File: config.mk
export PLATFORM = sky130hd
export DESIGN_NAME = jfbs_ram
export DESIGN_NICKNAME = d
export VERILOG_FILES = /design/src/sv/jfbs_ram.sv
export SDC_FILE = /design/constraint.sdc
export NUM_CORES = 2
export LEC_CHECK = 0
export ABC_AREA = 1
export BUFFER_PORTS_ARGS = -buffer_cell sky130_fd_sc_hd__buf_4
export CORE_MARGIN = 1
export CORE_UTILIZATION = 35
export CTS_CLUSTER_DIAMETER = 200
export CTS_CLUSTER_SIZE = 14
export DETAILED_ROUTE_END_ITERATION = 8
export PLACE_DENSITY = 0.57
export SETUP_SLACK_MARGIN = 0.02
export SYNTH_ARGS = -nofsm -noshare
export SYNTH_HDL_FRONTEND = slang
export SYNTH_SLANG_ARGS = --single-unit
File: constraint.sdc
create_clock -name clk -period 13 [get_ports clk]
set_input_delay 2.6 -clock clk [delete_from_list [all_inputs] [get_ports clk]]
set_output_delay 2.6 -clock clk [all_outputs]
set_load 0.03 [all_outputs]
File: src/sv/jfbs_ram.sv
`default_nettype none

module jfbs_ram #(
  parameter int WIDTH = 32,
  parameter int DEPTH = 64
) (
  input  logic                     clk,
  input  logic                     we,
  input  logic [$clog2(DEPTH)-1:0] wr_addr,
  input  logic [WIDTH-1:0]         wr_data,
  input  logic                     rd_en,
  input  logic [$clog2(DEPTH)-1:0] rd_addr,
  output logic [WIDTH-1:0]         rd_data
);

  logic [WIDTH-1:0] mem [DEPTH];

  // one write port, one registered read port
  always_ff @(posedge clk) begin
    if (we) begin
      mem[wr_addr] <= wr_data;
    end
    if (rd_en) begin
      rd_data <= mem[rd_addr];
    end
  end

endmodule

`default_nettype wire

Word level (Yosys, flattened, before mapping):

Memories as Yosys holds them, arrays and structs flattened. A register that Yosys moved wholly into a read port is not among the register bits.
Cells that the tools add are included.

* bits in registers: 0
* RAM bits: 2048
* input bits: 47
* output and inout port bits: 32
* logic and storage cells: 3
* memories kept: 1

Memories
* mem: depth 64, width 32, read ports 1, clocked after Yosys merged registers in 1, write ports 1, line 16 `logic [WIDTH-1:0] mem [DEPTH];`

* mux-type cells: 2

Operators with widths (count)
* $mux 1: 2

Depth between registers and ports, before layout:

* word-level depth: 2
* gate-level depth with buffers: 13
* gate-level depth less buffers: 9

Worst setup path after synthesis:

OpenSTA, ideal clock, no wires.

* path type: input port to flip-flop
* start: in we
* end: mem mem[48][0], enable pin
* library setup time: 502 ps
* arrival: 6228 ps
* required time: 12498 ps
* path slack: 6270 ps
* stages on the path: 3
* path buffers: 1
* path through: clkbuf_1 nand4_1 nor4_1

* longest elaborated chain between the ends: 2

RTL lines
* from (decl): line 8 `input logic we,`
* $mux 1: line 20 `if (we) begin`
* $mux 1 (implied by the code): line 21 `mem[wr_addr] <= wr_data;`
* to (decl): line 16

Every way passes these cells.

==> run_summary.xml <==
<?xml version="1.0" encoding="UTF-8"?>
<metrics>
  <group name="status">
    <metric name="status" unit="">finished, final reports clean</metric>
  </group>
  <group name="global_route">
    <metric name="gr-usage-all-layers" unit="">0.206</metric>
    <metric name="grt_start_max_net_pins" unit="">241</metric>
    <metric name="grt_pass1_wl" unit="um">358000</metric>
    <metric name="global_route.overflow_total" unit="">0</metric>
    <metric name="number_of_global_route_vias_before_repair" unit="">50000</metric>
    <metric name="grt_antenna_before_repair" unit="">12</metric>
  </group>
  <group name="drt">
    <metric name="initialDrtViolationCount" unit="">6002</metric>
    <metric name="detailedRoute.firstPassIterationCount" unit="">6</metric>
    <metric name="post_drt_via_cell_ratio" unit="">5.41</metric>
    <metric name="detail_route.drc_violations" unit="">0</metric>
    <metric name="detail_route.wirelength" unit="um">249000</metric>
    <metric name="number_of_nets_with_antenna_violations_after_routing" unit="">0</metric>
    <metric name="routed-via-count" unit="">53400</metric>
    <metric name="avgRoutedWirePerCell" unit="um">25.2</metric>
  </group>
  <group name="power_and_ir_drop">
    <metric name="power_report.internal_total" unit="uW">9920</metric>
    <metric name="power.share.clock" unit="">0.355</metric>
    <metric name="power_leakage" unit="uW">0.0312</metric>
    <metric name="net_sw_frac" unit="">0.230</metric>
    <metric name="ir_worst_vdd" unit="V">0.000130</metric>
    <metric name="pwr-share-comb" unit="">0.066</metric>
    <metric name="finalPower" unit="uW">12900</metric>
    <metric name="part_of_the_power_in_registers" unit="">0.579</metric>
    <metric name="powerDensity" unit="nW/um^2">141</metric>
    <metric name="total_switching_power" unit="uW">2970</metric>
  </group>
  <group name="synth">
    <metric name="number_of_synthesized_register_bits" unit="">2080</metric>
    <metric name="synth.yosys.seq_area_share" unit="">0.752</metric>
    <metric name="yosys_synthesis_warning_count" unit="">0</metric>
    <metric name="avgSynthCellArea" unit="sq um">12.3</metric>
    <metric name="netlist_area" unit="sq um">83100</metric>
    <metric name="synth_nets" unit="">6816</metric>
    <metric name="synthCells" unit="">6769</metric>
    <metric name="ys_types" unit="">15</metric>
  </group>
  <group name="floorplan">
    <metric name="placeableCoreArea" unit="sq um">236000</metric>
    <metric name="initial_core_util" unit="">0.352</metric>
    <metric name="die_span_in_x" unit="um">489</metric>
    <metric name="fp.dieArea" unit="sq um">239000</metric>
    <metric name="die_h" unit="um">489</metric>
    <metric name="floorplan.rows" unit="">178</metric>
    <metric name="pin_count" unit="">79</metric>
  </group>
  <group name="sta">
    <metric name="finalSetupViolations" unit="">0</metric>
    <metric name="rsz0062_at_grt" unit="">no</metric>
    <metric name="timing.final.hold_violations" unit="">0</metric>
    <metric name="timing.max_slew.rel_slack" unit="">0.233</metric>
    <metric name="setup_total_negative_slack" unit="ns">0</metric>
    <metric name="fin_worst_hold_slack" unit="ns">0.886</metric>
    <metric name="max_freq" unit="GHz">0.166</metric>
    <metric name="final.min_clock_period" unit="ns">6.04</metric>
    <metric name="clock_skew" unit="ns">0.0302</metric>
    <metric name="final_min_period_over_clock_period" unit="">0.465</metric>
    <metric name="finalMaxSlewViolations" unit="">0</metric>
    <metric name="worstMarginPinSlew" unit="ns">1.15</metric>
  </group>
  <group name="setup_path">
    <metric name="arrival" unit="ns">6.74</metric>
    <metric name="startpoint_type" unit="">input port</metric>
    <metric name="reg2reg_depth" unit="">8</metric>
    <metric name="worstPathBufferInverterCount" unit="">4</metric>
    <metric name="timing.critical_path.max_delay_family" unit="">buffers and inverters</metric>
    <metric name="required" unit="ns">13.70</metric>
    <metric name="path_cells" unit="">buf_8, inv_16, buf_4, buf_4, nand2_1, nand3_1, nand3_1, nand3_1, nand3_1, nand2_1, nand2_1, nand2_1</metric>
    <metric name="critPathMaxFanout" unit="">240</metric>
    <metric name="critical-path-slowest-cell" unit="">buf_4</metric>
    <metric name="crit-reg2reg-launch" unit="">mem[33][10]</metric>
    <metric name="category_of_the_critical_setup_timing_path" unit="">input port to flip-flop</metric>
    <metric name="slowest_delay" unit="ns">0.85</metric>
    <metric name="critPathCaptureType" unit="">flip-flop</metric>
    <metric name="critical_path_cell_count" unit="">12</metric>
    <metric name="crit-reg2reg-capture" unit="">rd_data[10]</metric>
    <metric name="timing.reg2reg.setup_slack" unit="ns">11.10</metric>
  </group>
  <group name="place">
    <metric name="port_buffers" unit="">78</metric>
    <metric name="dp_hpwl" unit="um">128000</metric>
    <metric name="dp_cells" unit="">9681</metric>
    <metric name="routabilityCongestion" unit="">0.804</metric>
    <metric name="post_dp_cell_area" unit="sq um">87000</metric>
  </group>
  <group name="clock_network">
    <metric name="htreeDepth" unit="">4</metric>
    <metric name="clkLatencyLatePin" unit="ns">0.84</metric>
    <metric name="max-clock-path-buffers" unit="">3</metric>
    <metric name="clk_root_buffer_cell" unit="">clkbuf_16</metric>
    <metric name="cts_tree" unit="">yes</metric>
    <metric name="cts-resized-gates" unit="">0</metric>
    <metric name="post_cts.repair.setup_buffers" unit="">0</metric>
    <metric name="clkSlewWorstSetupHoldPaths" unit="ns">0.07</metric>
    <metric name="cts_sinks" unit="">2080</metric>
    <metric name="hold_buffers" unit="">0</metric>
    <metric name="numCtsBuffers" unit="">166</metric>
  </group>
  <group name="worst_hold_path">
    <metric name="hold_path_depth" unit="">8</metric>
    <metric name="worst_hold_startpoint" unit="">mem[38][11]</metric>
    <metric name="min_delay_worst_endpoint" unit="">rd_data[11]</metric>
    <metric name="min-delay-path-class" unit="">flip-flop to flip-flop</metric>
  </group>
  <group name="cells_and_area">
    <metric name="ratio_of_cells_with_drive_above_1_in_the_final_layout" unit="">0.0688</metric>
    <metric name="flow.area_growth_from_synthesis" unit="%">10.0</metric>
    <metric name="final_nets" unit="">6746</metric>
    <metric name="design_area" unit="sq um">91400</metric>
    <metric name="final_cell_count_no_fill" unit="">9868</metric>
  </group>
  <group name="run">
    <metric name="cap_viol_max_count" unit="">0</metric>
  </group>
</metrics>
==> stage by stage <==
step                      setup slack, ns   util
after global routing                 6.75  0.388
after detailed placement             6.19  0.369
after floorplan                      6.27      -
after global placement               6.19  0.369
after CTS                            7.06  0.388
final                                6.96  0.388
==> logic make-up after synthesis <==
family,synth area share
flip-flops,0.752
AND/OR/NAND/NOR,0.220
buffers and inverters,0.0277
==> cell usage in the layout, fill, tap and decap left out, drive strengths merged <==
cell    count
inv        19
nand3    1907
nor4        8
nand2    2248
clkbuf    167
buf       211
nor2       56
nand4       9
clkinv      8
diode       5
edfxtp   2080
==> flip-flops by register name, indices dropped and copies added, names as in the netlist <==
register	flops
mem	2048
rd_data	32
==> power groups by stage <==
stage	sequential, uW	combinational (uW)	clock [uW]
6_report	7460	850	4580
5_1_grt	7460	920	4870
4_1_cts	7460	851	4650
3_5_place_dp	7610	849	0
3_3_place_gp	7610	842	0
2_1_floorplan	7610	456	0
==> synth_stat cells, drive strengths merged <==
library cell	number	area [sq um]
clkbuf	77	289
edfxtp	2080	62500
nand3	1907	9540
nand2	2248	8440
inv	12	47.6
nand4	9	56.3
buf	372	1960
nor2	56	210
nor4	8	50.1
==> worst reg2reg max path, stage by stage (launching register included) <==
cell and delay [ns]:
edfxtp_1 0.37, nand2_1 0.08, nand3_1 0.08, nand3_1 0.12, nand3_1 0.22, nand3_1 0.23
nand2_1 0.15, nand2_1 0.29, nand2_1 0.11
==> area by class of cell <==
type,instances,area [sq um]
antenna,5,12.5
clock buffer,167,4180
clock inverter,15,226
fill,22400,144000
inverter,12,82.6
multi-input combinational,4228,18800
sequential,2080,62500
tap,3150,3940
timing repair buffer,211,1700
==> worst max path at each step <==
| stage | start | endpoint | slack [ns] |
|---|---|---|---|
| 5_1_grt | rd_addr[0] | rd_data[8] | 6.75 |
| 3_3_place_gp | rd_addr[0] | rd_data[14] | 6.19 |
| 3_5_place_dp | rd_addr[0] | rd_data[14] | 6.19 |
| 2_1_floorplan | we | mem[48][0] | 6.27 |
| 4_1_cts | rd_addr[0] | rd_data[14] | 7.06 |
| 6_report | rd_addr[0] | rd_data[10] | 6.96 |
==> metal layers <==
layer / up-vias / part of all wire / GRT usage
li1: 23900 / - / -
met2: 2262 / 0.47 / 0.328
met1: 26800 / 0.42 / 0.285
met4: 6 / 0.035 / 0.0742
met5: - / 0.00014 / 0
met3: 362 / 0.072 / 0.0289
(Power assumes the default switching activity.)
