`src/sv/jfbs_pkg.sv`:
```
`default_nettype none

package jfbs_pkg;

  // Field and register widths
  localparam int DATA_W    = 32;
  localparam int STEP_W    = 31;
  localparam int ITER_W    = 16;
  localparam int IDX_W     = 6;
  localparam int CFG_IDX_W = 3;

  // Default grid geometry
  localparam int NODES_DEF     = 32;
  localparam int FRAC_BITS_DEF = 16;

  // Relative tolerance 1e-3 taken as a reciprocal
  localparam int TOL_RECIP = 1000;

  // Register reset values
  localparam logic [DATA_W-1:0] COEF_SCALE_RST  = 32'd33183;
  localparam logic [DATA_W-1:0] COEF_RIGHT_RST  = 32'd57344;
  localparam logic [DATA_W-1:0] COEF_LEFT_RST   = 32'd73728;
  localparam logic [DATA_W-1:0] COEF_SOURCE_RST = 32'd1638;
  localparam logic [STEP_W-1:0] GRID_STEP_RST   = 31'd3277;
  localparam logic [DATA_W-1:0] LEFT_BND_RST    = 32'd0;
  localparam logic [DATA_W-1:0] RIGHT_BND_RST   = 32'd6553600;
  localparam logic [ITER_W-1:0] MAX_ITER_RST    = 16'd1;

  // Register indexes on the configuration port
  typedef enum logic [CFG_IDX_W-1:0] {
    REG_COEF_SCALE  = 3'd0,
    REG_COEF_RIGHT  = 3'd1,
    REG_COEF_LEFT   = 3'd2,
    REG_COEF_SOURCE = 3'd3,
    REG_GRID_STEP   = 3'd4,
    REG_LEFT_BND    = 3'd5,
    REG_RIGHT_BND   = 3'd6,
    REG_MAX_ITER    = 3'd7
  } cfg_reg_t;

  // Controller states
  typedef enum logic [3:0] {
    ST_IDLE,
    ST_LOAD0,
    ST_LOAD1,
    ST_LOAD2,
    ST_MUL_R,
    ST_MUL_L,
    ST_MUL_S,
    ST_ACC_S,
    ST_MUL_A,
    ST_NV,
    ST_NODE,
    ST_SWEEP_END,
    ST_EMIT_RD,
    ST_EMIT_LD,
    ST_EMIT_WAIT
  } state_t;

  // Operand pair for the shared multiplier
  typedef enum logic [1:0] {
    MUL_RIGHT,
    MUL_LEFT,
    MUL_SOURCE,
    MUL_SCALE
  } mul_sel_t;

  // Bracket accumulator operation
  typedef enum logic [1:0] {
    ACC_NONE,
    ACC_LOAD,
    ACC_ADD,
    ACC_SUB
  } acc_op_t;

  // Commands from controller to datapath
  typedef struct packed {
    logic     start;
    logic     sweep_begin;
    logic     win_c;
    logic     win_r;
    logic     rd_en;
    mul_sel_t mul_sel;
    logic     mul_en;
    acc_op_t  acc_op;
    logic     nv_load;
    logic     node_done;
    logic     pos_clr;
    logic     pos_step;
    logic     sweep_end;
    logic     emit_load;
  } dp_cmd_t;

  // Status from datapath to controller
  typedef struct packed {
    logic finish;
    logic out_done;
  } dp_status_t;

endpackage

`default_nettype wire

```
`src/sv/jfbs_ctrl.sv`:
```
`default_nettype none

module jfbs_ctrl #(
  parameter int NODES = jfbs_pkg::NODES_DEF
) (
  input  logic                       clk,
  input  logic                       rst,
  input  logic                       in_valid,
  output logic                       in_stall,
  input  jfbs_pkg::dp_status_t       status,
  output jfbs_pkg::dp_cmd_t          cmd,
  output logic [$clog2(NODES)-1:0]   node_idx,
  output logic [$clog2(NODES)-1:0]   rd_idx
);

  import jfbs_pkg::*;

  localparam int IW = $clog2(NODES);

  state_t        state, state_next;
  logic [IW-1:0] idx, idx_next;
  logic          ahead_ok;

  // look-ahead read of node i+2 only while it is still on the grid
  assign ahead_ok = ({1'b0, idx} + (IW+1)'(2)) <= (IW+1)'(NODES - 1);
  assign node_idx = idx;

  // state and node counter
  always_ff @(posedge clk) begin
    if (rst) begin
      state <= ST_IDLE;
      idx   <= '0;
    end else begin
      state <= state_next;
      idx   <= idx_next;
    end
  end

  // next state and commands
  always_comb begin
    cmd        = '0;
    state_next = state;
    idx_next   = idx;
    rd_idx     = idx;
    in_stall   = (state != ST_IDLE);
    case (state)
      ST_IDLE: begin
        if (in_valid) begin
          cmd.start  = 1'b1;
          idx_next   = IW'(1);
          state_next = ST_LOAD0;
        end
      end
      // window fill: left boundary, node 1, node 2
      ST_LOAD0: begin
        cmd.sweep_begin = 1'b1;
        cmd.pos_clr     = 1'b1;
        cmd.rd_en       = 1'b1;
        state_next      = ST_LOAD1;
      end
      ST_LOAD1: begin
        cmd.win_c  = 1'b1;
        cmd.rd_en  = 1'b1;
        rd_idx     = IW'(2);
        state_next = ST_LOAD2;
      end
      ST_LOAD2: begin
        cmd.win_r    = 1'b1;
        cmd.pos_step = 1'b1;
        state_next   = ST_MUL_R;
      end
      // per node: four products through the shared multiplier
      ST_MUL_R: begin
        cmd.mul_en  = 1'b1;
        cmd.mul_sel = MUL_RIGHT;
        cmd.rd_en   = ahead_ok;
        rd_idx      = idx + IW'(2);
        state_next  = ST_MUL_L;
      end
      ST_MUL_L: begin
        cmd.mul_en  = 1'b1;
        cmd.mul_sel = MUL_LEFT;
        cmd.acc_op  = ACC_LOAD;
        state_next  = ST_MUL_S;
      end
      ST_MUL_S: begin
        cmd.mul_en  = 1'b1;
        cmd.mul_sel = MUL_SOURCE;
        cmd.acc_op  = ACC_ADD;
        state_next  = ST_ACC_S;
      end
      ST_ACC_S: begin
        cmd.acc_op = ACC_SUB;
        state_next = ST_MUL_A;
      end
      ST_MUL_A: begin
        cmd.mul_en  = 1'b1;
        cmd.mul_sel = MUL_SCALE;
        state_next  = ST_NV;
      end
      ST_NV: begin
        cmd.nv_load = 1'b1;
        state_next  = ST_NODE;
      end
      ST_NODE: begin
        cmd.node_done = 1'b1;
        cmd.pos_step  = 1'b1;
        if (idx == IW'(NODES - 2)) begin
          state_next = ST_SWEEP_END;
        end else begin
          idx_next   = idx + IW'(1);
          state_next = ST_MUL_R;
        end
      end
      ST_SWEEP_END: begin
        cmd.sweep_end = 1'b1;
        if (status.finish) begin
          cmd.pos_clr = 1'b1;
          idx_next    = '0;
          state_next  = ST_EMIT_RD;
        end else begin
          idx_next   = IW'(1);
          state_next = ST_LOAD0;
        end
      end
      // result stream, one node per transfer
      ST_EMIT_RD: begin
        cmd.rd_en  = 1'b1;
        state_next = ST_EMIT_LD;
      end
      ST_EMIT_LD: begin
        cmd.emit_load = 1'b1;
        state_next    = ST_EMIT_WAIT;
      end
      ST_EMIT_WAIT: begin
        if (status.out_done) begin
          cmd.pos_step = 1'b1;
          if (idx == IW'(NODES - 1)) begin
            state_next = ST_IDLE;
          end else begin
            idx_next   = idx + IW'(1);
            state_next = ST_EMIT_RD;
          end
        end
      end
      default: begin
        state_next = ST_IDLE;
      end
    endcase
  end

endmodule

`default_nettype wire

```
`config.mk`:
```
export PLATFORM = sky130hd
export DESIGN_NAME = jfbs_ctrl
export DESIGN_NICKNAME = d
export VERILOG_FILES = /design/src/sv/jfbs_pkg.sv /design/src/sv/jfbs_ctrl.sv
export SDC_FILE = /design/constraint.sdc
export NUM_CORES = 1
export LEC_CHECK = 0
export ABC_AREA = 1
export CELL_PAD_IN_SITES_DETAIL_PLACEMENT = 0
export CELL_PAD_IN_SITES_GLOBAL_PLACEMENT = 1
export CORE_MARGIN = 2
export CORE_UTILIZATION = 30
export DETAILED_ROUTE_END_ITERATION = 6
export DONT_BUFFER_PORTS = 1
export PLACE_DENSITY_LB_ADDON = 0.1
export SETUP_SLACK_MARGIN = 0.05
export SLEW_MARGIN = 20
export SYNTH_ARGS = -nofsm -noshare
export SYNTH_HDL_FRONTEND = slang
export SYNTH_SLANG_ARGS = --single-unit
```
`constraint.sdc`:
```
create_clock -name clk -period 1.88 [get_ports clk]
set_clock_uncertainty 0.1 [all_clocks]
set_input_delay 0.094 -clock clk [delete_from_list [all_inputs] [get_ports clk]]
set_output_delay 0.094 -clock clk [all_outputs]
set_load 0.02 [all_outputs]
```
; Word level (Yosys, flattened, before mapping)
; Index checks and enable logic that the tools add are counted.
[classes]
add_sub_neg = 3
multipliers = 0
div_mod_pow = 0
magnitude_cmp = 1
n_eq_ne = 20
shift = 0
muxes = 29
n_bitwise = 0
n_reduce_logical = 7
[ops]
columns = cell, count
row1 = $pmux 4 s15, 1
row2 = $eq 4x4->1 const B, 7
row3 = $mux 4, 5
row4 = $mux 5, 4
row5 = $pmux 5 s4, 1
row6 = $eq 4x3->1 const B, 4
row7 = $mux 1, 12
row8 = $pmux 3 s4, 1
row9 = $eq 5x5->1 const B, 2
row10 = $pmux 5 s2, 1
row11 = $eq 4x2->1 const B, 2
row12 = $ne 2x2->1 const B, 4
row13 = $reduce_bool 4->1, 2
row14 = $add 5x2->6 const B, 1
row15 = $le 6x5->1 const B, 1
row16 = $pmux 1 s2, 3
row17 = $pmux 2 s3, 1
row18 = $add 5x1->5 const B, 1
row19 = $add 5x2->5 const B, 1
row20 = $reduce_and 5->1, 1
row21 = $eq 4x1->1 const B, 1
row22 = $logic_not 4->1, 1
row23 = $reduce_or 3->1, 1
row24 = $reduce_and 2->1, 1
row25 = $reduce_or 2->1, 1
[totals]
ff_bits = 9
latchBits = 0
ram_bits = 0
romBits = 0
input_bits = 5
wordCells = 62
n_memories = 0

; Longest topological paths before layout
; Gate-level depths: netlist of the first run.
[logic_depth]
word_depth = 4
depth_mapped = 11

; Worst setup path after synthesis of the first run
; No wires, ideal clock.
[synth_timing]
kind = reg-to-reg
start = register idx[0] (netlist: node_idx[0])
end = register idx[3] (netlist: node_idx[3])
setup_time_ns = 0.130
arrival_time_ns = 1.428
path_slack_ns = 0.222
path_stages_with_launch = 11
path_cell_list = dfxtp_1 ha_1 inv_1 nor2_1 ha_1 inv_1 nor2_2 nor2_2 nand3_2 nand2_1 a21oi_1
[synth_via]
elab_chain_cells = 4
elab_cells_between_ends = 10
[synth_rtl]
columns = item, line
row1 = start: declaration, jfbs_ctrl.sv:21  ; logic [IW-1:0] idx, idx_next;
row2 = start signal: assignment, jfbs_ctrl.sv:35  ; idx <= idx_next;
row3 = $add 5x1->5, "jfbs_ctrl.sv:111, jfbs_ctrl.sv:141"
row4 = $mux 5, jfbs_ctrl.sv:138  ; if (idx == IW'(NODES - 1)) begin
row5 = $mux 5, jfbs_ctrl.sv:136  ; if (status.out_done) begin
row6 = $pmux 5 s4, jfbs_ctrl.sv:46  ; case (state)
; Several ways; a longest one is shown, not always the timed one. The select of a mux whose other input is x is not followed.
; A chain may end at the register's enable or synchronous reset.

; Final worst setup path of the first run
[layout_timing]
start = register idx[1] (netlist: node_idx[1])
end = output rd_idx[3]
[layout_via]
elab_chain_cells = 2
[layout_rtl]
columns = item, line
row1 = $add 5x2->5, jfbs_ctrl.sv:77  ; rd_idx = idx + IW'(2);
row2 = $pmux 5 s2, jfbs_ctrl.sv:46
row3 = end: declaration, jfbs_ctrl.sv:13  ; output logic [$clog2(NODES)-1:0] rd_idx
; No other way between the ends.

==> run metrics, run 1 <==
outcome complete, no violations; wire per inst 13.0 um; area post-placement 0.00107 mm2; Crit. End Element output port; Switching Share 44.0%; Die ar. about 0.0036 mm2; critical hold path startpoint status[0]; RR Startpoint node_idx[0]; Area growth syn-to-layout 22.6%; final hold viol count 0; hold_ws between 0.001 and 0.0015 ns; metal3 WL between 200 and 250 um; max_cap viols 0; post-DP HPWL 2.30 mm; mapped cell area 928 um2; Least-Margin Pin Slew ~0.49 ns; worst-path maximum fanout 4; Die Width 59.6 um; Fin Setup TNS 0 ns; #FFs+latches synth 9; Via Count 1,039; port bufs 0; RSZ-0062 raised after global routing false; total CTS buffers 3; FP Rows 20; most frequent cells in the layout 41 x nand2_1, 26 x nor2_1, 21 x inv_1, 16 x buf_4; total gr overflow 0; routed wl met2 1.23 mm; Vias/cell 4.83; DRC viols 0; Mapped Nets 172; wire length of the first global-routing pass approximately 4.5 mm; clk root buf clkbuf_4; Distinct cells, synth 26; drt pass-1 iters 4; Final Cycle Share between 90% and 100%; Worst-path clk slew around 0.060 ns; htree depth 1; Synth Instances 163; GP Congestion between 0.9 and 1; fin. max-slew vios 0; Synth area leader dfxtp_1; most common cell after layout, fill and taps aside nand2_1; fin crit period 1.77 ns; largest net degree at the start of global routing 10; Crit path arrival time 1.57 ns; Top delay family on crit path flip-flops; FILL cells 351; Routed Wire Length 2.80 mm; combinational cell fraction of total power 44.4%; syn_area_per_cell 5.70 um2; sequential fraction of the synthesis area 19.4%; startpoint type of the worst setup path flip-flop; Yosys top cell area share approximately a fifth; Clock Latency Late Sink between 0.2 and 0.3 ns; Post-CTS Setup Repair Bufs 0; largest cells by area after synthesis dfxtp_1 19%, nand2_1 17%, nor2_1 11%; final worst setup slack between 0.1 and 0.15 ns; Yosys Warn Count 0; CP cell instances buf_4, ha_1, or2_2, a32o_1; # IOs 32; Initial DRC Count 38; fin cells roughly 220; vias in the first global route about 1,000; pre-CTS WS 0.187 ns; Buf+Inv Stages, Crit Path 1; critical path startpoint node_idx[1]; initial antenna violation count 0; cell area power density 614 mW/mm2; Final Cell Area 0.00114 mm2; antenna cell count 0; placed insts 210; CTS tree built; max layer used met4; Slew HR between 60 and 70%; Worst path max stage delay 0.33 ns; met1 wire length 1.33 mm; Max VDD drop 0.288 mV; Setup Crit Path Kind reg -> out; starting density of the core 30.9%; Psw 0.000308 W; Fmax 566 MHz; Die Ht around 60 um; required time at the worst-slack endpoint 1.69 ns; Clk pwr share 21.0%; Clock Sinks 9; share of layout cells above drive strength 1 26.9%; sequential share of power 34.7%; global router's overall resource usage 16.9%; HP Class in -> reg; clk buf depth 2; Lkg Pwr between 0.6 and 0.7 nW; Worst path slowest cell dfxtp_1; core footprint 0.00300 mm2; count of final setup violators 0; Power Internal 0.000391 W; Final nets roughly 190; Routed Antenna Nets 0
## synthesized netlist by cell type
| library cell | number |
|---|---|
| clkinv_1 | 2 |
| a31oi_1 | 1 |
| xnor2_1 | 1 |
| nor2_1 | 27 |
| nand3_1 | 9 |
| or2_1 | 1 |
| buf_6 | 1 |
| or2_2 | 2 |
| a22o_1 | 1 |
| inv_2 | 4 |
| ha_1 | 4 |
| a32o_1 | 1 |
| o21ai_1 | 1 |
| nand2_1 | 43 |
| xor2_1 | 1 |
| dfxtp_1 | 9 |
| nor2_2 | 8 |
| a21oi_1 | 9 |
| nand3_2 | 2 |
| nor2_4 | 2 |
| inv_1 | 21 |
| o211ai_1 | 2 |
| nand2_2 | 4 |
| buf_1 | 1 |
| o21ai_0 | 5 |
| nor3_1 | 1 |
## worst paths after layout
kind	to	slack, ns	depth (start not counted)
worst max-delay path	rd_idx[3]	0.11	4
worst max register to register	node_idx[4]	0.24	11
worst min register to register	node_idx[0]	0.49	2
worst min-delay path	state[2]	0.001	3
## state kept, by name (all words and copies together), names as in the netlist
signal    count
state         4
node_idx      5
## power by group through the flow
stage | combinational, W | clock, W | sequential [W]
2_1_floorplan | 0.000208 | 0 | 0.000249
3_3_place_gp | 0.000300 | 0 | 0.000245
3_5_place_dp | 0.000299 | 0 | 0.000245
4_1_cts | 0.000308 | 0.000153 | 0.000242
5_1_grt | 0.000343 | 0.000164 | 0.000247
6_report | 0.000310 | 0.000147 | 0.000242
## logic make-up (layout without fill, tap and decap cells)
family	count (synthesis)	in the layout	synth area share, %
xor+xnor	2	2	1.89
buf+inv	29	48	12.5
fa+ha+maj	4	4	5.39
simple gates	99	99	48.4
flops	9	9	19.4
compound gates	20	20	12.4
## worst register-to-register path, delay by kind of cell (launching register included)
kind / cells / cell delay (ns)
buffers and inverters: 2 / 0.11
adder cells (fa/ha/maj): 2 / 0.38
AND/OR/NAND/NOR: 7 / 0.55
flip-flops: 1 / 0.39
## through the flow
stage                     util [%]  power, W
final                         37.9  0.000699
after global routing          37.9  0.000754
after CTS                     37.3  0.000702
after detailed placement      35.8  0.000544
after global placement        35.8  0.000545
after floorplan                  -  0.000457
## layout make-up
type,instances,area (um2),share of cell area [%]
clock buffers,4,26.3,2.31
inverters,27,101,8.90
repair buffers,17,130,11.4
flip-flops and latches,9,185,16.3
multi-input cells,125,654,57.5
well taps,33,41.3,3.63
## per-layer routing
layer,up-vias,global-route usage (%)
li1,544,-
met1,455,23.2
met2,38,26.7
met3,2,2.62
met4,0,5.71
met5,-,0
## timing repair
| item | CTS | global route |
|---|---|---|
| pin swaps | 1 | 0 |
| setup endpoints to repair | 4 | 10 |
| hold endpoints to repair | 9 | 0 |
| cloned | 0 | 0 |
| hold buffers | 1 | 0 |
| gates resized for setup | 3 | 7 |
Note: power is estimated with default switching activity, not from simulation.
==> run 2: changes to the inputs <==
- ABC_AREA: 1 -> not set
- CORE_ASPECT_RATIO: not set -> 0.8
- clock period: 1.88 -> 1.71 ns (I/O delays scaled with it)
==> run 2 against run 1 <==
  * The run now ends with negative setup slack left
  * Final area rose by 50%
  * Wire length grew 25%
  * Worst hold slack better by 0.0079 ns
  * Clock power up 74%
  * Global-route usage grew 0.93 points
==> run metrics, run 2 <==
outcome finished, violations left; failing checks negative setup slack; Post-synth EDFFs 0 (unchanged); wire length of the first global-routing pass 5.71 mm (+26%); most frequent cell after synthesis nor2_1; global router's overall resource usage 17.8% (+0.93 points); Synth area leader dfxtp_1; Post-synth top cells 23 x nor2_1, 13 x a21oi_1, 10 x nand2_1; Top FF cell, synth dfxtp_1; area occupied by multi-input gates 917 um2 (+40%); Crit. End Element flip-flop; Largest register FFs 5 (unchanged); Die ar. 0.00387 mm2 (+8.9%); total gr overflow 0 (unchanged); Pwr Total 0.000995 W (+42%); Routed Antenna Nets 0 (unchanged); initial antenna violation count 0 (unchanged); final worst setup slack -0.115 ns (-0.228 ns); simple-gate share of the synthesized area 37.2% (-11 points); Via Count 1,263 (+22%); Mapped Nets 157 (-8.7%); Synth async-reset ratio 0% (unchanged); Setup Crit Path Kind reg -> reg; cell area power density 583 mW/mm2 (-5.0%); post-synthesis mux area share 4.56% (+4.6 points); count of final setup violators 10 (+10); Slew HR 75.5% (+8.1 points); # IOs 32 (unchanged); Distinct cells, synth 45 (+73%); total CTS buffers 3 (unchanged); required time at the worst-slack endpoint 1.73 ns (+0.04 ns); port bufs 0 (unchanged); wire per inst 14.9 um (+14%); RSZ-0062 raised after global routing true; FP Rows 18 (-10%); HP Class in -> reg; Die Width 69.1 um (+16%); fin. max-slew vios 0 (unchanged); max_cap viols 0 (unchanged); clk root buf clkbuf_8; Least-Margin Pin Slew 0.366 ns (-0.121 ns); share of layout cells above drive strength 1 46.7% (+20 points); antenna cell count 0 (unchanged); Vias/cell 5.37 (+11%); htree depth 1 (unchanged); most frequent cells in the layout 36 x buf_4, 16 x nor2_1, 10 x buf_6, 9 x a21oi_1, 9 x nand2_1; drt pass-1 iters 4 (unchanged); Compound-Gate Fraction of Synth Area 27.7% (+15 points); core footprint 0.00315 mm2 (+5.0%); final hold viol count 0 (unchanged); syn_area_per_cell 6.86 um2 (+21%); fin crit period 1.82 ns; Routed Wire Length 3.50 mm (+25%); clk buf depth 2 (unchanged); Clock Sinks 9 (unchanged); largest net degree at the start of global routing 24 (+14); Lkg Pwr 0.686 nW (+13%); FILL cells 313 (-11%); Yosys Warn Count 0 (unchanged); Fmax 548 MHz; worst-path maximum fanout 3 (-1); XOR/XNOR Fraction of Synth Area 1.72% (-0.16 points); starting density of the core 32.2% (+1.3 points); Crit path arrival time 1.85 ns (+0.28 ns); CTS tree built; reg2reg setup slack -0.11 ns (-0.35 ns); DRC viols 0 (unchanged); most common cell after layout, fill and taps aside buf_4; Final Cycle Share 107%; largest family of logic cells by synthesized area simple AND/OR/NAND/NOR gates; GP Congestion 0.794 (-14%); Final nets 205 (+6.8%); Die Ht 56.1 um (-6.0%); sequential fraction of the synthesis area 17.7% (-1.7 points); vias in the first global route 1,174 (+18%); Synth Instances 148 (-9.2%); Max VDD drop 0.495 mV (+72%); Initial DRC Count 53 (+39%); Fin Setup TNS -0.497 ns (-0.497 ns); Area growth syn-to-layout 67.9%; mapped cell area 0.00102 mm2 (+9.4%); area share of fa/ha/maj cells after synthesis 4.93% (-0.46 points); Yosys top cell area share 17.7% (-1.7 points); Worst-path clk slew 0.05 ns (about the same); #FFs+latches synth 9 (unchanged); post-DP HPWL 2.50 mm (+8.6%); largest cells by area after synthesis dfxtp_1 18%, nor2_1 8.5%, a21oi_1 6.4%; Clock Latency Late Sink 0.24 ns (-0.02 ns); Core Util, Final 54.1% (+16 points); startpoint type of the worst setup path flip-flop; FF/Latch Area 198 um2 (+6.8%)
run 2: cell types whose count changed in the layout (fill, tap and decap cells not counted), sizes merged, moves of 4 or more:
cell,delta
nand2,-37
buf,+33
inv,-19
nor2,-14
nand2b,+9
nand3,-8
a21oi,+4
and3,+4
nand3b,+4
run 2: kinds of logic (layout without fill, tap and decap cells):
family | Yosys count | count (layout)
simple gates | 72 | 72
compound gates | 41 | 41
buf+inv | 16 | 63
flops | 9 | 9
fa+ha+maj | 4 | 4
mux | 4 | 4
xor+xnor | 2 | 2
run 2: stage by stage:
| stage | setup slack (ns) | cells | hold WS (ns) | cell area [um2] |
|---|---|---|---|---|
| after detailed placement | -0.129 | 219 | 0.0591 | 1380 |
| final | -0.115 | 235 | 0.00908 | 1710 |
| after CTS | -0.111 | 232 | 0.0100 | 1610 |
| after global placement | -0.0946 | 219 | 0.0649 | 1380 |
| after global routing | -0.185 | 235 | 0.00782 | 1710 |
| after floorplan | -0.191 | 148 | 0.168 | 1060 |
run 2: power breakdown:
group	switching [W]	total [W]	internal, W
logic	0.000275	0.000500	0.000225
clock network	0.0000927	0.000256	0.000163
registers	0.0000147	0.000239	0.000224
run 2: cell type report:
| cell class | count | area share (%) |
|---|---|---|
| clock buffers | 4 | 2.64 |
| inverters | 6 | 1.32 |
| multi-input cells | 123 | 53.8 |
| flip-flops and latches | 9 | 11.6 |
| well taps | 40 | 2.93 |
| repair buffers | 53 | 27.7 |
run 2: routing by layer:
layer	wire, um	track usage, %	vias up
li1	-	-	633
met5	0	0	-
met2	1570	26.6	35
met1	1660	25.8	589
met4	42	2.80	0
met3	228	4.71	6
run 2: path summary, 6_finish.rpt:
path               startpoint     endpoint  depth (start not counted)
setup / recovery  node_idx[0]  node_idx[1]                          7
hold reg to reg      state[2]     state[0]                          1
hold / removal            rst  node_idx[1]                          2
setup reg to reg  node_idx[0]  node_idx[1]                          7
run 2: critical path, cell delays in order (launching register included):
cell     delay, ns
dfxtp_4       0.35
ha_4          0.16
and3_4        0.18
ha_4          0.15
o21a_1        0.17
o21ai_2       0.14
o21a_4        0.17
mux2_4        0.29
run 2: timing repair:
action	4_1_cts	5_1_grt
endpoints found under the hold margin	6	0
hold buffers	4	0
gates cloned	0	0
setup buffers	5	3
gates resized for setup	30	21
endpoints found under the setup margin	21	20
pin swaps	10	10
