==> config.mk <==
export PLATFORM = sky130hd
export DESIGN_NAME = jfbs_dp
export DESIGN_NICKNAME = d
export VERILOG_FILES = /design/src/sv/jfbs_pkg.sv /design/src/sv/jfbs_dp.sv
export SDC_FILE = /design/constraint.sdc
export NUM_CORES = 2
export LEC_CHECK = 0
export BUFFER_PORTS_ARGS = -buffer_cell sky130_fd_sc_hd__buf_4
export CAP_MARGIN = 0
export CORE_MARGIN = 2
export CORE_UTILIZATION = 53
export CTS_CLUSTER_SIZE = 24
export DETAILED_ROUTE_END_ITERATION = 10
export GPL_ROUTABILITY_DRIVEN = 0
export PLACE_DENSITY = 0.73
export SLEW_MARGIN = 20
export SYNTH_ARGS = -nofsm -noshare
export SYNTH_HDL_FRONTEND = slang
export SYNTH_SLANG_ARGS = --single-unit
==> constraint.sdc <==
create_clock -name clk -period 8.91 [get_ports clk]
set_input_delay 0.4455 -clock clk [delete_from_list [all_inputs] [get_ports clk]]
set_output_delay 0.4455 -clock clk [all_outputs]
set_load 0.005 [all_outputs]
==> src/sv/jfbs_pkg.sv <==
`default_nettype none

package jfbs_pkg;

  // Field and register widths
  localparam int DATA_W    = 32;
  localparam int STEP_W    = 31;
  localparam int ITER_W    = 16;
  localparam int IDX_W     = 6;
  localparam int CFG_IDX_W = 3;

  // Default grid geometry
  localparam int NODES_DEF     = 32;
  localparam int FRAC_BITS_DEF = 16;

  // Relative tolerance 1e-3 taken as a reciprocal
  localparam int TOL_RECIP = 1000;

  // Register reset values
  localparam logic [DATA_W-1:0] COEF_SCALE_RST  = 32'd33183;
  localparam logic [DATA_W-1:0] COEF_RIGHT_RST  = 32'd57344;
  localparam logic [DATA_W-1:0] COEF_LEFT_RST   = 32'd73728;
  localparam logic [DATA_W-1:0] COEF_SOURCE_RST = 32'd1638;
  localparam logic [STEP_W-1:0] GRID_STEP_RST   = 31'd3277;
  localparam logic [DATA_W-1:0] LEFT_BND_RST    = 32'd0;
  localparam logic [DATA_W-1:0] RIGHT_BND_RST   = 32'd6553600;
  localparam logic [ITER_W-1:0] MAX_ITER_RST    = 16'd1;

  // Register indexes on the configuration port
  typedef enum logic [CFG_IDX_W-1:0] {
    REG_COEF_SCALE  = 3'd0,
    REG_COEF_RIGHT  = 3'd1,
    REG_COEF_LEFT   = 3'd2,
    REG_COEF_SOURCE = 3'd3,
    REG_GRID_STEP   = 3'd4,
    REG_LEFT_BND    = 3'd5,
    REG_RIGHT_BND   = 3'd6,
    REG_MAX_ITER    = 3'd7
  } cfg_reg_t;

  // Controller states
  typedef enum logic [3:0] {
    ST_IDLE,
    ST_LOAD0,
    ST_LOAD1,
    ST_LOAD2,
    ST_MUL_R,
    ST_MUL_L,
    ST_MUL_S,
    ST_ACC_S,
    ST_MUL_A,
    ST_NV,
    ST_NODE,
    ST_SWEEP_END,
    ST_EMIT_RD,
    ST_EMIT_LD,
    ST_EMIT_WAIT
  } state_t;

  // Operand pair for the shared multiplier
  typedef enum logic [1:0] {
    MUL_RIGHT,
    MUL_LEFT,
    MUL_SOURCE,
    MUL_SCALE
  } mul_sel_t;

  // Bracket accumulator operation
  typedef enum logic [1:0] {
    ACC_NONE,
    ACC_LOAD,
    ACC_ADD,
    ACC_SUB
  } acc_op_t;

  // Commands from controller to datapath
  typedef struct packed {
    logic     start;
    logic     sweep_begin;
    logic     win_c;
    logic     win_r;
    logic     rd_en;
    mul_sel_t mul_sel;
    logic     mul_en;
    acc_op_t  acc_op;
    logic     nv_load;
    logic     node_done;
    logic     pos_clr;
    logic     pos_step;
    logic     sweep_end;
    logic     emit_load;
  } dp_cmd_t;

  // Status from datapath to controller
  typedef struct packed {
    logic finish;
    logic out_done;
  } dp_status_t;

endpackage

`default_nettype wire

==> src/sv/jfbs_dp.sv <==
`default_nettype none

module jfbs_dp #(
  parameter int NODES     = jfbs_pkg::NODES_DEF,
  parameter int FRAC_BITS = jfbs_pkg::FRAC_BITS_DEF
) (
  input  logic                              clk,
  input  logic                              rst,
  // configuration
  input  logic                              cfg_we,
  input  logic [jfbs_pkg::CFG_IDX_W-1:0]    cfg_index,
  input  logic [jfbs_pkg::DATA_W-1:0]       cfg_data,
  // controller
  input  jfbs_pkg::dp_cmd_t                 cmd,
  input  logic [$clog2(NODES)-1:0]          node_idx,
  input  logic [$clog2(NODES)-1:0]          rd_idx,
  output jfbs_pkg::dp_status_t              status,
  // input payload
  input  logic signed [jfbs_pkg::DATA_W-1:0] initial_guess,
  // result channel
  output logic                              out_valid,
  input  logic                              out_stall,
  output logic [jfbs_pkg::IDX_W-1:0]        node_index,
  output logic signed [jfbs_pkg::DATA_W-1:0] node_position,
  output logic signed [jfbs_pkg::DATA_W-1:0] node_value,
  output logic                              converged,
  output logic [jfbs_pkg::ITER_W-1:0]       sweeps_done,
  output logic                              last_node,
  // node store
  output logic                              ram_we,
  output logic [$clog2(NODES):0]            ram_wr_addr,
  output logic [jfbs_pkg::DATA_W-1:0]       ram_wr_data,
  output logic                              ram_rd_en,
  output logic [$clog2(NODES):0]            ram_rd_addr,
  input  logic [jfbs_pkg::DATA_W-1:0]       ram_rd_data
);

  import jfbs_pkg::*;

  localparam int IW     = $clog2(NODES);
  localparam int PROD_W = 2 * DATA_W;
  localparam int ACC_W  = DATA_W + 2;
  localparam int MAG_W  = DATA_W + 1;
  localparam int TOL_W  = MAG_W + 10;

  localparam logic signed [PROD_W-1:0] RND   = PROD_W'(1) << (FRAC_BITS - 1);
  localparam logic signed [PROD_W-1:0] Q_MAX = PROD_W'(32'h7FFF_FFFF);
  localparam logic signed [PROD_W-1:0] Q_MIN = ~Q_MAX;
  localparam logic signed [ACC_W-1:0]  A_MAX = ACC_W'(32'h7FFF_FFFF);
  localparam logic signed [ACC_W-1:0]  A_MIN = ~A_MAX;

  // round half up, floor shift, saturate to 32 bits
  function automatic logic signed [DATA_W-1:0] qround(input logic signed [PROD_W-1:0] p);
    logic signed [PROD_W-1:0] r;
    r = (p + RND) >>> FRAC_BITS;
    if (r > Q_MAX) begin
      return DATA_W'(Q_MAX);
    end else if (r < Q_MIN) begin
      return DATA_W'(Q_MIN);
    end
    return r[DATA_W-1:0];
  endfunction

  // configuration registers
  logic signed [DATA_W-1:0] coef_scale, coef_right, coef_left, coef_source;
  logic signed [DATA_W-1:0] left_bnd, right_bnd;
  logic [STEP_W-1:0]        grid_step;
  logic [ITER_W-1:0]        max_iter;

  // solve control state
  logic [ITER_W-1:0] count;
  logic              conv;
  logic              first;
  logic              bank;

  // payload registers
  logic signed [DATA_W-1:0] guess;
  logic signed [DATA_W-1:0] xl, xc, xr;
  logic signed [PROD_W-1:0] prod;
  logic signed [ACC_W-1:0]  acc;
  logic signed [DATA_W-1:0] nv;
  logic [STEP_W-1:0]        pos;
  logic                     rd_right;

  logic signed [DATA_W-1:0] ma, mb;
  logic signed [DATA_W-1:0] q_val;
  logic signed [DATA_W-1:0] sat_acc;
  logic signed [DATA_W-1:0] win_src;
  logic signed [DATA_W-1:0] emit_val;
  logic signed [MAG_W-1:0]  diff;
  logic [MAG_W-1:0]         dmag, omag;
  logic                     tol_fail;
  logic [DATA_W-1:0]        pos_sum;
  logic [STEP_W-1:0]        pos_inc;

  always_ff @(posedge clk) begin
    if (rst) begin
      coef_scale  <= COEF_SCALE_RST;
      coef_right  <= COEF_RIGHT_RST;
      coef_left   <= COEF_LEFT_RST;
      coef_source <= COEF_SOURCE_RST;
      grid_step   <= GRID_STEP_RST;
      left_bnd    <= LEFT_BND_RST;
      right_bnd   <= RIGHT_BND_RST;
      max_iter    <= MAX_ITER_RST;
    end else if (cfg_we) begin
      case (cfg_reg_t'(cfg_index))
        REG_COEF_SCALE:  coef_scale  <= cfg_data;
        REG_COEF_RIGHT:  coef_right  <= cfg_data;
        REG_COEF_LEFT:   coef_left   <= cfg_data;
        REG_COEF_SOURCE: coef_source <= cfg_data;
        REG_GRID_STEP:   grid_step   <= cfg_data[STEP_W-1:0];
        REG_LEFT_BND:    left_bnd    <= cfg_data;
        REG_RIGHT_BND:   right_bnd   <= cfg_data;
        REG_MAX_ITER:    max_iter    <= cfg_data[ITER_W-1:0];
        default: ;
      endcase
    end
  end

  // shared multiplier operand select
  always_comb begin
    case (cmd.mul_sel)
      MUL_RIGHT: begin
        ma = coef_right;
        mb = xr;
      end
      MUL_LEFT: begin
        ma = coef_left;
        mb = xl;
      end
      MUL_SOURCE: begin
        ma = coef_source;
        mb = {1'b0, pos};
      end
      MUL_SCALE: begin
        ma = coef_scale;
        mb = sat_acc;
      end
      default: begin
        ma = coef_right;
        mb = xr;
      end
    endcase
  end

  assign q_val = qround(prod);

  // bracket sum saturated before the scale multiply
  always_comb begin
    if (acc > A_MAX) begin
      sat_acc = DATA_W'(A_MAX);
    end else if (acc < A_MIN) begin
      sat_acc = DATA_W'(A_MIN);
    end else begin
      sat_acc = acc[DATA_W-1:0];
    end
  end

  // tolerance test: |new-old| * 1000 > |old| fails
  assign diff     = MAG_W'(nv) - MAG_W'(xc);
  assign dmag     = diff[MAG_W-1] ? MAG_W'(-diff) : MAG_W'(diff);
  assign omag     = xc[DATA_W-1] ? MAG_W'(-MAG_W'(xc)) : MAG_W'(xc);
  assign tol_fail = (TOL_W'(dmag) * TOL_W'(TOL_RECIP)) > TOL_W'(omag);

  // next window entry: right boundary, guess on the first sweep, else store
  assign win_src  = rd_right ? right_bnd : (first ? guess : ram_rd_data);
  assign emit_val = (node_idx == '0) ? left_bnd : (rd_right ? right_bnd : ram_rd_data);

  // saturating position step
  assign pos_sum = {1'b0, pos} + {1'b0, grid_step};
  assign pos_inc = pos_sum[DATA_W-1] ? '1 : pos_sum[STEP_W-1:0];

  // solve control
  always_ff @(posedge clk) begin
    if (rst) begin
      count     <= '0;
      conv      <= 1'b0;
      first     <= 1'b0;
      bank      <= 1'b0;
      out_valid <= 1'b0;
    end else begin
      if (cmd.start) begin
        count <= '0;
        first <= 1'b1;
      end
      if (cmd.sweep_begin) begin
        count <= count + ITER_W'(1);
        conv  <= 1'b1;
      end else if (cmd.node_done && tol_fail) begin
        conv <= 1'b0;
      end
      if (cmd.sweep_end) begin
        bank  <= ~bank;
        first <= 1'b0;
      end
      if (cmd.emit_load) begin
        out_valid <= 1'b1;
      end else if (status.out_done) begin
        out_valid <= 1'b0;
      end
    end
  end

  // arithmetic and window registers
  always_ff @(posedge clk) begin
    if (cmd.start) begin
      guess <= initial_guess;
    end
    if (cmd.rd_en) begin
      rd_right <= (rd_idx == IW'(NODES - 1));
    end
    if (cmd.mul_en) begin
      prod <= ma * mb;
    end
    case (cmd.acc_op)
      ACC_LOAD: acc <= ACC_W'(q_val);
      ACC_ADD:  acc <= acc + ACC_W'(q_val);
      ACC_SUB:  acc <= acc - ACC_W'(q_val);
      default: ;
    endcase
    if (cmd.nv_load) begin
      nv <= q_val;
    end
    if (cmd.sweep_begin) begin
      xl <= left_bnd;
    end
    if (cmd.win_c) begin
      xc <= win_src;
    end
    if (cmd.win_r) begin
      xr <= win_src;
    end
    if (cmd.node_done) begin
      xl <= xc;
      xc <= xr;
      xr <= win_src;
    end
    if (cmd.pos_clr) begin
      pos <= '0;
    end else if (cmd.pos_step) begin
      pos <= pos_inc;
    end
  end

  // result register
  always_ff @(posedge clk) begin
    if (cmd.emit_load) begin
      node_index    <= IDX_W'(node_idx);
      node_position <= {1'b0, pos};
      node_value    <= emit_val;
      converged     <= conv;
      sweeps_done   <= count;
      last_node     <= (node_idx == IW'(NODES - 1));
    end
  end

  // status
  assign status.finish   = conv || (count >= max_iter);
  assign status.out_done = out_valid && !out_stall;

  // node store: read the current bank, write the other
  assign ram_we      = cmd.node_done;
  assign ram_wr_addr = {~bank, node_idx};
  assign ram_wr_data = nv;
  assign ram_rd_en   = cmd.rd_en;
  assign ram_rd_addr = {bank, rd_idx};

endmodule

`default_nettype wire

# After elaboration in Yosys (flattened, before gate mapping)
# Cells that the tools add are included.
op_classes:
  n_addsub: 8
  multipliers: 2
  div: 0
  n_lt_le_gt_ge: 6
  n_eq_ne: 15
  shifts: 0
  n_mux: 29
  bitwise_logic: 1
  reduce_logical: 23
op_table:
  columns: ["cell", "count"]
  rows:
  - ["32-bit 2-to-1 mux", 15]
  - ["32-bit one-hot mux with 4 select lines", 2]
  - ["34-bit one-hot mux with 3 select lines", 1]
  - ["33-bit 2-to-1 mux", 2]
  - ["64-bit by 17-bit adder with 64-bit output, second input constant", 1]
  - ["32-bit by 32-bit multiplier with 64-bit output", 1]
  - ["48-bit by 32-bit greater-than comparator with 1-bit output, second input constant", 1]
  - ["48-bit by 32-bit < comparator with 1-bit output, second input constant", 1]
  - ["43-bit by 33-bit greater-than comparator with 1-bit output", 1]
  - ["33-bit by 7-bit multiplier with 40-bit output, second input constant", 1]
  - ["34-bit by 32-bit adder with 34-bit output", 1]
  - ["34-bit by 32-bit greater-than comparator with 1-bit output, second input constant", 1]
  - ["34-bit by 32-bit < comparator with 1-bit output, second input constant", 1]
  - ["34-bit by 32-bit subtractor with 34-bit output", 1]
  - ["32-bit negation with 33-bit output", 1]
  - ["33-bit negation", 1]
  - ["32-bit by 32-bit subtractor with 33-bit output", 1]
  - ["31-bit by 31-bit adder with 32-bit output", 1]
  - ["16-bit 2-to-1 mux", 2]
  - ["31-bit 2-to-1 mux", 1]
  - ["16-bit by 1-bit adder with 16-bit output, second input constant", 1]
  - ["16-bit greater-or-equal comparator", 1]
  - ["2-bit AND reduction", 8]
  - ["3-bit == test, second input constant", 4]
  - ["16 further kinds", 33]
totals:
  ff_bits: 635
  latch_bits: 0
  mem_bits_rw: 0
  rom_bits: 0
  input_bits: 129
  out_inout_bits: 137
  word_cells: 112
  memories: 0

# Longest topological paths before layout
logic_depth:
  depth_word: 8
  ltp_mapped: 44
  mapped_depth_nobuf: 43

# Least setup slack after synthesis
# OpenSTA, ideal clock, no wires.
synth_timing:
  path_kind: "input-to-reg"
  start: "in cmd[10] (netlist bit)"
  end: "reg prod[63], data pin"
  setup_time_ns: 0.266
  t_arrival_ns: 9.188
  required_time_ns: 8.644
  slack_ns: -0.544
  cell_stages: 35
  path_buffers: 5
  cell_sequence: "clkbuf_1 > buf_1 > clkbuf_1 > mux2i_1 > nand2_1 > o21a_1 > clkbuf_1 > clkbuf_1 > nand2_1 > fa_1 > inv_1 > fa_1 > inv_1 > fa_1 > fa_1 > inv_1 > fa_1 > fa_1 > fa_1 > inv_1 > fa_1 > inv_1 > ha_1 > a21o_1 > a21o_1 > a21o_1 > a21oi_1 > o21ai_0 > a221oi_1 > o221ai_1 > a21oi_1 > a21o_1 > o31ai_1 > o41ai_1 > xnor2_1"
synth_between:
  elab_chain_cells: 3
  elab_cells_between_ends: 7
  classes_between: "1 x mul; 3 x eq/ne; 2 x mux; 1 x reduce/logical"
synth_lines:
  columns: ["item", "line_no", "rtl"]
  rows:
  - ["start, declared", "jfbs_dp.sv:14", "input jfbs_pkg::dp_cmd_t cmd,"]
  - ["2-bit == test (tied with other cells)", "jfbs_dp.sv:123", "case (cmd.mul_sel)"]
  - ["32-bit one-hot mux with 4 select lines", "jfbs_dp.sv:123", null]
  - ["32-bit by 32-bit multiplier with 64-bit output (*)", "jfbs_dp.sv:214", "prod <= ma * mb;"]
  - ["end signal, assigned", "jfbs_dp.sv:214", null]
  - ["end, declared", "jfbs_dp.sv:79", "logic signed [PROD_W-1:0] prod;"]
# Every way passes the cells marked *; elsewhere a longest branch is shown, timed or not.
# A chain may end at the register's enable or synchronous reset.

# Worst setup path in the final report
layout_timing:
  start: "reg nv[6], in the netlist ram_wr_data[6]"
  end: "reg conv"
layout_between:
  elab_chain_cells: 7
layout_lines:
  columns: ["item", "line_no", "rtl"]
  rows:
  - ["start, declared", "jfbs_dp.sv:81", "logic signed [DATA_W-1:0] nv;"]
  - ["start signal, assigned", "jfbs_dp.sv:223", "nv <= q_val;"]
  - ["32-bit by 32-bit subtractor with 33-bit output (*)", "jfbs_dp.sv:161", "assign diff = MAG_W'(nv) - MAG_W'(xc);"]
  - ["33-bit negation", "jfbs_dp.sv:162", "assign dmag = diff[MAG_W-1] ? MAG_W'(-diff) : MAG_W'(diff);"]
  - ["33-bit 2-to-1 mux (*)", "jfbs_dp.sv:162", null]
  - ["33-bit by 7-bit multiplier with 40-bit output (*)", "jfbs_dp.sv:164", "assign tol_fail = (TOL_W'(dmag) * TOL_W'(TOL_RECIP)) > TOL_W'(omag);"]
  - ["43-bit by 33-bit greater-than comparator with 1-bit output (*)", "jfbs_dp.sv:164", null]
  - ["1-bit logical AND (*)", "jfbs_dp.sv:190", "end else if (cmd.node_done && tol_fail) begin"]
  - ["2-bit nonzero test (no line) (*)", null, null]
  - ["end signal, assigned", "jfbs_dp.sv:178", "conv <= 1'b0;"]
  - ["end signal, assigned", "jfbs_dp.sv:189", "conv <= 1'b1;"]
  - ["end signal, assigned", "jfbs_dp.sv:191", "conv <= 1'b0;"]
  - ["end, declared", "jfbs_dp.sv:72", "logic conv;"]
# Marks and branches as above.

==> results.txt <==
status = finished with violations
violations in the final reports = max-capacitance violations, negative setup slack
EDFF count, synth = 330
Vias = 65200
worst skew pair latency = 660 ps
register bit count reported by yosys = 620
number of fill cells in the layout = 11000
placed cells = 10900
antenna violations before repair = 18
count of routing violations after the opening detailed-route iteration = 7003
effective utilization at floorplan = 53.2%
Post-Syn Instances = 8295
delay of the slowest critical-path stage = 550 ps
Cell Area, Synth = 75000 sq um
number of global-route vias before repair = 66700
count of placed standard cells in the final layout, fillers left out = 11200
met2 capacity usage during global routing = 55.3%
Crit path arrival time = 9660 ps
global routing met3 resource utilization = 7.54%
share of cells above drive strength 1 = 19.5%
area taken by multi-input logic gates = 54200 sq um
remaining routing DRC violations = 0
final critical path time including I/O delays and setup = 9100 ps
post-synthesis to final-layout area growth = 20.6%
count of port buffers added during placement = 263
normalized max-slew margin = 0.577%
fraction of the cycle the final worst path needs = 102%
minimum setup slack among reg-to-reg paths = -190 ps
RSZ-0062 raised after global routing = true
width of the die = 380 microns
Sequential cell area = 15700 sq um
top_reg_cell synth = sky130_fd_sc_hd__edfxtp_1
HPWL after detailed placement = 205000 microns
final total negative setup slack = -409 ps
Final nets = 11000
number of routed nets with antenna violations = 0
I/O pin count = 266
Root Driver = sky130_fd_sc_hd__clkbuf_16
sort of element at the end of the critical path = flip-flop
num rows = 138
type of the most critical hold path = primary input to flip-flop
Std-Cell Core Area = 141000 sq um
maxcap violations = 1
share of synthesized flip-flops with an asynchronous set or reset = 0%
gr busiest metal = met2
Worst-Margin Slew = 1480 ps
count of clock tree sinks = 620
final wirelength = 259000 microns
TritonCTS clock tree = done
largest fanout of any net on the critical path = 4
clock buffers created by TritonCTS = 69
average cell area after synthesis = 9.04 sq um
crit path launch type = flip-flop
setup slack of the critical path after layout = -192 ps
overall routing resource usage = 35.0%
worst clock skew on the final layout = 26.4 ps
chip height = 380 microns
Clk pin slew, worst setup/hold paths = 60 ps
Critical-path top delay cell = sky130_fd_sc_hd__fa_1
routed length per instance = 23.1 microns
largest net degree at the start of global routing = 101
DP Worst Slack = -516 ps
Hold Fails Final Rpt = 0
most frequent CP cell = sky130_fd_sc_hd__buf_4
clock buffer depth = 3
first drt pass iteration count = 7
count of cell types in the netlist = 90
Yosys warning total = 0
area enclosed by the die boundary = 145000 sq um
timing-limited maximum frequency = 110 MHz
H-tree level count = 3
total of endpoints with negative setup slack in the final report = 4
max-slew violation count = 0
data required time of the critical path = 9460 ps
residual overflow from global routing = 0
WS Path Type = flip-flop to flip-flop
wire length of the first global-routing pass = 388000 microns
sequential element share of the synthesized area = 20.9%
vias per cell = 5.83
routing usage on met1 = 42.1%
logic make-up after synthesis:
| kind of cell | synth area share (%) |
|---|---|
| simple gates | 13.9 |
| xor+xnor | 3.65 |
| compound gates | 10.7 |
| fa+ha+maj | 38.6 |
| flops | 20.9 |
| mux | 3.04 |
| other cells | 0.0100 |
| buf+inv | 9.16 |
layer usage:
layer  share of wire (%)  up-vias
met1                  34    31900
met5               0.062        -
li1                    -    28300
met4                 9.7       22
met2                  45     3891
met3                  11     1109
Yosys cell counts, drive strengths merged, types with 34 or more instances:
master	number	share of area [%]
and3	37	0.31
buf	50	0.36
inv	1405	7.0
nand4	61	0.54
mux2	104	1.6
dfxtp	290	7.7
xor2	106	1.2
nand2	1221	6.1
fa	1192	32
nor2b	35	0.29
o22ai	40	0.33
nor3	62	0.43
o21ai	256	1.7
mux2i	106	1.4
a21oi	492	3.3
clkbuf	342	1.7
and2	37	0.31
nand3b	37	0.37
nor2	730	3.7
edfxtp	330	13
xnor2	207	2.4
o21a	109	1.1
o31ai	34	0.35
ha	406	6.8
a21o	119	1.2
nand2b	47	0.39
nand3	80	0.55
what timing repair did:
| action | CTS | global route |
|---|---|---|
| buffers inserted | 33 | 78 |
| hold buffers | 36 | 0 |
| endpoints found under the hold margin | 36 | 0 |
| pin swaps | 106 | 274 |
| resized for setup | 138 | 319 |
| endpoints found under the setup margin | 19 | 31 |
| gates cloned | 4 | 7 |
cell usage in the layout, fill, tap and decap left out, types with 27 or more instances in the layout:
cell / n
sky130_fd_sc_hd__a21o_1: 117
sky130_fd_sc_hd__a21oi_1: 460
sky130_fd_sc_hd__a221oi_1: 31
sky130_fd_sc_hd__a31oi_1: 28
sky130_fd_sc_hd__and2_1: 33
sky130_fd_sc_hd__and3_1: 33
sky130_fd_sc_hd__buf_12: 58
sky130_fd_sc_hd__buf_4: 1100
sky130_fd_sc_hd__buf_6: 52
sky130_fd_sc_hd__clkbuf_16: 76
sky130_fd_sc_hd__dfxtp_1: 289
sky130_fd_sc_hd__dlygate4sd3_1: 36
sky130_fd_sc_hd__edfxtp_1: 330
sky130_fd_sc_hd__fa_1: 1156
sky130_fd_sc_hd__fa_2: 36
sky130_fd_sc_hd__ha_1: 373
sky130_fd_sc_hd__inv_1: 1357
sky130_fd_sc_hd__inv_2: 48
sky130_fd_sc_hd__mux2_2: 104
sky130_fd_sc_hd__mux2i_1: 106
sky130_fd_sc_hd__nand2_1: 1208
sky130_fd_sc_hd__nand2b_1: 46
sky130_fd_sc_hd__nand3_1: 75
sky130_fd_sc_hd__nand3b_1: 37
sky130_fd_sc_hd__nand4_1: 59
sky130_fd_sc_hd__nor2_1: 698
sky130_fd_sc_hd__nor2b_1: 31
sky130_fd_sc_hd__nor3_1: 50
sky130_fd_sc_hd__o21a_1: 98
sky130_fd_sc_hd__o21ai_0: 190
sky130_fd_sc_hd__o21ai_1: 56
sky130_fd_sc_hd__o21bai_1: 27
sky130_fd_sc_hd__o31ai_1: 31
sky130_fd_sc_hd__or2_2: 27
sky130_fd_sc_hd__xnor2_1: 196
sky130_fd_sc_hd__xor2_1: 100
worst paths after layout:
check,cells past startpoint,start,to
hold reg to reg,2,coef_right[17],coef_right[17]
setup / recovery,40,ram_wr_data[6],conv
setup reg to reg,40,ram_wr_data[6],conv
hold / removal,1,node_idx[1],node_index[1]
final cells by class:
type / instances / share of cell area (%)
Multi-Input combinational cell: 5874 / 59.8
Sequential cell: 620 / 17.4
Timing Repair Buffer: 1262 / 11.8
Inverter: 1410 / 5.85
Tap cell: 1890 / 2.61
Clock buffer: 90 / 2.08
Clock inverter: 37 / 0.426
Antenna cell: 4 / 0.0111
per-stage QoR:
stage	area, sq um	util (%)	hold slack [ps]
floorplan	75200	-	431
detailed placement	84900	60.2	446
global placement	84900	60.2	439
finish	90500	64.2	24.0
CTS	88500	62.8	2.03
global route	90500	64.2	13.9
flip-flops by register name, summed over array words and instances, names as in the netlist, 31 cells and up:
register,count
prod,49
acc,34
coef_left,32
coef_right,32
coef_scale,32
coef_source,32
guess,32
left_bnd,32
node_value,32
ram_wr_data,32
right_bnd,32
xc,32
xl,32
xr,32
grid_step,31
node_position,31
pos,31
critical path, delay by kind of cell (launching register included):
kind,cells,cell delay (ps)
xor+xnor,2,220
compound gates,15,3360
fa+ha+maj,6,2470
buf+inv,8,980
simple gates,9,1550
flops,1,410
Power is not shown: default switching activity piles up to over one toggle a cycle in this logic, so the estimate is an artifact.
